File: src/sv/tlpw_pkg.sv
// Shared constants, codes and control types of the page walk unit.
`default_nettype none
package tlpw_pkg;

  localparam int MEM_WORDS_DEF = 4096;
  localparam int IDX_W         = 30;   // word index width before range check
  localparam int DIRF_W        = 20;   // directory frame number width
  localparam int CFG_AW        = 3;

  localparam logic [CFG_AW-1:0] REG_DIR_FRAME = 3'd0;

  // command codes
  localparam logic CMD_WRITE = 1'b0;
  localparam logic CMD_XLATE = 1'b1;

  // fault codes
  localparam logic [1:0] FLT_OK  = 2'd0;
  localparam logic [1:0] FLT_DIR = 2'd1;
  localparam logic [1:0] FLT_TBL = 2'd2;
  localparam logic [1:0] FLT_OOB = 2'd3;

  // entry bits
  localparam int ENT_PRESENT = 0;
  localparam int ENT_LARGE   = 7;

  typedef struct packed {
    logic clr;       // clearing pass writes one word
    logic accept;    // take the input transaction
    logic tbl_rd;    // issue the page table read
    logic load_out;  // load the result register
    logic res_tbl;   // result comes from the table entry
  } ctrl_cmd_t;

  typedef struct packed {
    logic clr_last;  // clearing pass at its last word
    logic need_tbl;  // directory entry points at a page table
    logic out_free;  // result register can take a new result
  } ctrl_stat_t;

endpackage
`default_nettype wire

File: src/sv/tlpw_ctrl.sv
// Sequencer of the page walk: clearing pass, accept, directory and table steps.
`default_nettype none
module tlpw_ctrl
  import tlpw_pkg::*;
(
  input  wire logic       clk,
  input  wire logic       rst_n,
  input  wire logic       in_tvalid,
  output logic            in_tready,
  input  wire ctrl_stat_t stat,
  output ctrl_cmd_t       cmd
);

  typedef enum logic [1:0] {
    ST_CLEAR,
    ST_IDLE,
    ST_RESOLVE,
    ST_TABLE
  } state_t;

  state_t state_r, state_nxt;

  always_comb begin
    state_nxt = state_r;
    cmd       = '0;
    in_tready = 1'b0;
    case (state_r)
      ST_CLEAR: begin
        cmd.clr = 1'b1;
        if (stat.clr_last) begin
          state_nxt = ST_IDLE;
        end
      end
      ST_IDLE: begin
        in_tready = 1'b1;
        if (in_tvalid) begin
          cmd.accept = 1'b1;
          state_nxt  = ST_RESOLVE;
        end
      end
      ST_RESOLVE: begin
        if (stat.need_tbl) begin
          cmd.tbl_rd = 1'b1;
          state_nxt  = ST_TABLE;
        end else if (stat.out_free) begin
          cmd.load_out = 1'b1;
          state_nxt    = ST_IDLE;
        end
      end
      ST_TABLE: begin
        cmd.res_tbl = 1'b1;
        if (stat.out_free) begin
          cmd.load_out = 1'b1;
          state_nxt    = ST_IDLE;
        end
      end
      default: state_nxt = ST_CLEAR;
    endcase
  end

  always_ff @(posedge clk) begin
    if (!rst_n) begin
      state_r <= ST_CLEAR;
    end else begin
      state_r <= state_nxt;
    end
  end

endmodule
`default_nettype wire

File: config.mk
export PLATFORM = sky130hd
export DESIGN_NAME = tlpw_ctrl
export DESIGN_NICKNAME = d
export VERILOG_FILES = /design/src/sv/tlpw_pkg.sv /design/src/sv/tlpw_ctrl.sv
export SDC_FILE = /design/constraint.sdc
export NUM_CORES = 1
export LEC_CHECK = 0
export ABC_AREA = 1
export BUFFER_PORTS_ARGS = -buffer_cell sky130_fd_sc_hd__buf_2
export CAP_MARGIN = 15
export CORE_AREA = 2 2 39 41
export CTS_CLUSTER_SIZE = 12
export DETAILED_ROUTE_END_ITERATION = 8
export DIE_AREA = 0 0 41 43
export SLEW_MARGIN = 40
export SYNTH_ARGS = -nofsm -noshare
export SYNTH_HDL_FRONTEND = slang
export SYNTH_SLANG_ARGS = --single-unit
File: constraint.sdc
create_clock -name clk -period 1.4 [get_ports clk]
set_input_delay 0.21 -clock clk [delete_from_list [all_inputs] [get_ports clk]]
set_output_delay 0.21 -clock clk [all_outputs]
set_load 0.01 [all_outputs]
# --- After elaboration in Yosys (flattened, before gate mapping) ---
# Cells that the tools add are included.
totals:
  elab_cells: 23
  output_inout_bits: 6
  register_bits: 2
  in_bits: 6
op_classes:
  muxes: 15
  eq_ne: 5
  reduce_logical: 2
ops:
  columns: ["op", "count"]
  rows:
  - ["$mux 1", 9]
  - ["$mux 2", 4]
  - ["$pmux 2 s4", 1]
  - ["$eq 2x2->1 const B", 2]
  - ["$ne 2x2->1 const B", 2]
  - ["$eq 2x1->1 const B", 1]
  - ["$logic_not 2->1", 1]
  - ["$pmux 1 s2", 1]
  - ["$reduce_and 2->1", 1]

# --- Logic depth before layout (Yosys ltp) ---
logic_depth:
  word_depth: 3
  mapped_depth: 5
  depth_no_buf: 5

# --- Least setup slack after synthesis ---
# No wires, ideal clock.
synth_path:
  path_type: "register -> output"
  startpoint: "reg state_r[0]"
  endpoint: "out cmd[1] in the netlist's numbering"
  stages_incl_launch_ff: 5
  path_slack_ns: 0.497
  n_path_buf: 0
  t_required_ns: 1.190
  arrival_ns: 0.693
  cell_sequence: "dfxtp_1 inv_1 nand2_1 nand3_1 inv_1"
synth_lines:
  columns: ["item", "line", "text"]
  rows:
  - ["start, declared", "tlpw_ctrl.sv:21", "state_t state_r, state_nxt;"]
  - ["start signal, assigned", "tlpw_ctrl.sv:65", "state_r <= state_nxt;"]
  - ["end, declared", "tlpw_ctrl.sv:11", "output ctrl_cmd_t cmd"]

==> run metrics <==
status finished clean; DRC 0; Final #Nets 45; fraction of layout cells with a size suffix above 1 48.6%; biggest regs state_r (2); clock latency on the worst-skew pair 0.22 ns; initial antenna violation count 0; Clock power frac 49.6%; vias 185; Slew Viols, Final 0; post-layout minimum cycle time 1.22 ns; Critical Path Sink cmd[3]; number of synthesized register bits 2; first-pass GRT wire length 565 um; GRT Resource Usage Total 5.51%; worst hold path type input port to register; clock transition at the registers of the reported paths 0.03 ns; final hold vios 0; IO Port Bufs 11; Largest register FFs 2; cts hold-fix bufs 0; Int Pwr 0.184 mW; drt first pass iters 2; grt ovf 0; fillers 166; slew margin rel. 83.8%; R2R Setup Slk 0.55 ns; average vias per placed instance 3.49; gpl congestion 0.615; most frequent cells in the layout buf_2, nand2_1, nor2_1; DP Worst Slack 0.345 ns; clk_skew 0.0000110 ns; number of DRC markers in iteration 0 2; Reg2Reg Depth 5; Net Sw Frac 27.9%; LEAKAGE 0.146 nW; CP Capture Type output pin; Slew @ Worst Pin 0.243 ns; ANT cells 0; chip height 43 um; # clock sinks 2; worst endpoint required time 1.19 ns; number of global-route vias before repair 173; I/O pin cnt 12; Final setup viols 0; switching pwr 0.0712 mW; final WL 364 um; RSZ-0062 raised after global routing no; peak supply drop 154 uV; Post-DP HPWL 292 um; Post-Syn Area per Cell 5.77 um^2; Setup Total Neg Slack 0 ns; H-Tree Depth 1; crit-path max FO 7; Critical R2R Capture state_r[0]; P per Cell Area 1100 nW/um^2; deepest clock path buffer count 2; die area 1760 um^2; post-CTS setup buffers 0; crit path DAT 1.01 ns; starting density of the core 9.58%; Post-Syn Area 133 um^2; Detail Route Antenna Nets 0; Cells after Synth 23; Reg-to-Reg Start state_r[1]; CP Launch Type register; Syn-to-layout area delta 74.5%; root buf cell clkbuf_4; Synth Warn # 0; Setup CP Type register to output pin; f_max 816 MHz; Tot Pwr 0.255 mW; Num CTS Buffers 3; Flop pwr share 28.4%; WL/cell 6.87 um; Top reg by flops state_r; combinational power share 22.1%; post-synth net total 29; max-capacitance violation count 0; num rows 14; Final Cycle Share 87.5%; post-CTS sizing 0; CTS tree done; Core ar. 1380 um^2; CP startpoint state_r[1]; Seq/Total Area, Yosys 30.2%; largest net degree at the start of global routing 8; Final WS setup 0.175 ns; commonest non-fill, non-tap cell in the layout buf_2; die span in x 41 um; synth unique cells 11
[power by group through the flow]
| stage | Clock, mW | Combinational, mW | Sequential (mW) |
|---|---|---|---|
| global placement | 0 | 0.0567 | 0.0725 |
| floorplan | 0 | 0.0339 | 0.0706 |
| finish | 0.127 | 0.0563 | 0.0724 |
| detailed placement | 0 | 0.0571 | 0.0728 |
| global route | 0.146 | 0.0644 | 0.0738 |
| CTS | 0.136 | 0.0572 | 0.0720 |
[stage by stage]
step	cells	hold WS [ns]	cell area (um^2)	utilization, %
5_1_grt	53	0.193	231	16.7
4_1_cts	53	0.208	230	16.6
6_report	53	0.210	231	16.7
3_5_place_dp	50	0.447	208	15.0
2_1_floorplan	23	0.322	133	-
3_3_place_gp	50	0.444	208	15.0
[area by class of cell]
cell class / count / area, um^2 / share of cell area [%]
clock buffers: 3 / 22.5 / 9.73
inverters: 5 / 18.8 / 8.11
multi-input cells: 16 / 73.8 / 31.9
flip-flops and latches: 2 / 41.3 / 17.8
well taps: 16 / 20.0 / 8.65
repair buffers: 11 / 55.1 / 23.8
[critical path: stages, from the launching register on]
cell and delay, ns:
dfxtp_1 0.44, inv_2 0.08, and3_1 0.14, buf_2 0.13
[kinds of logic after synthesis]
group           Yosys count  share of synthesized area, %
flops                     2                          30.2
compound gates            3                          14.1
simple gates             13                          41.5
buf+inv                   5                          14.1
[metal layers]
layer | vias to the layer above | global-route usage (%) | wire length (um)
li1 | 98 | - | -
met1 | 79 | 3.18 | 129
met2 | 8 | 7.81 | 195
met3 | 0 | 4.19 | 38
met4 | 0 | 8.00 | 0
met5 | - | 0 | 0
[how the worst min path moves through the flow]
stage,from,endpoint,cells past startpoint
3_3_place_gp,rst_n,state_r[0],3
6_report,rst_n,state_r[0],3
3_5_place_dp,rst_n,state_r[0],3
2_1_floorplan,rst_n,state_r[0],2
5_1_grt,rst_n,state_r[0],3
4_1_cts,rst_n,state_r[0],3
[Yosys cell counts]
library cell  instances  area (um^2)
a21oi_2               1         8.76
dfxtp_1               2         40.0
inv_2                 1         3.75
o21ai_0               1         5.00
and3_1                1         6.26
inv_1                 4         15.0
nand3_1               1         5.00
nor2_2                1         6.26
a21oi_1               1         5.00
nor2_1                5         18.8
nand2_1               5         18.8
No activity file was read; power rests on OpenSTA's default activity.
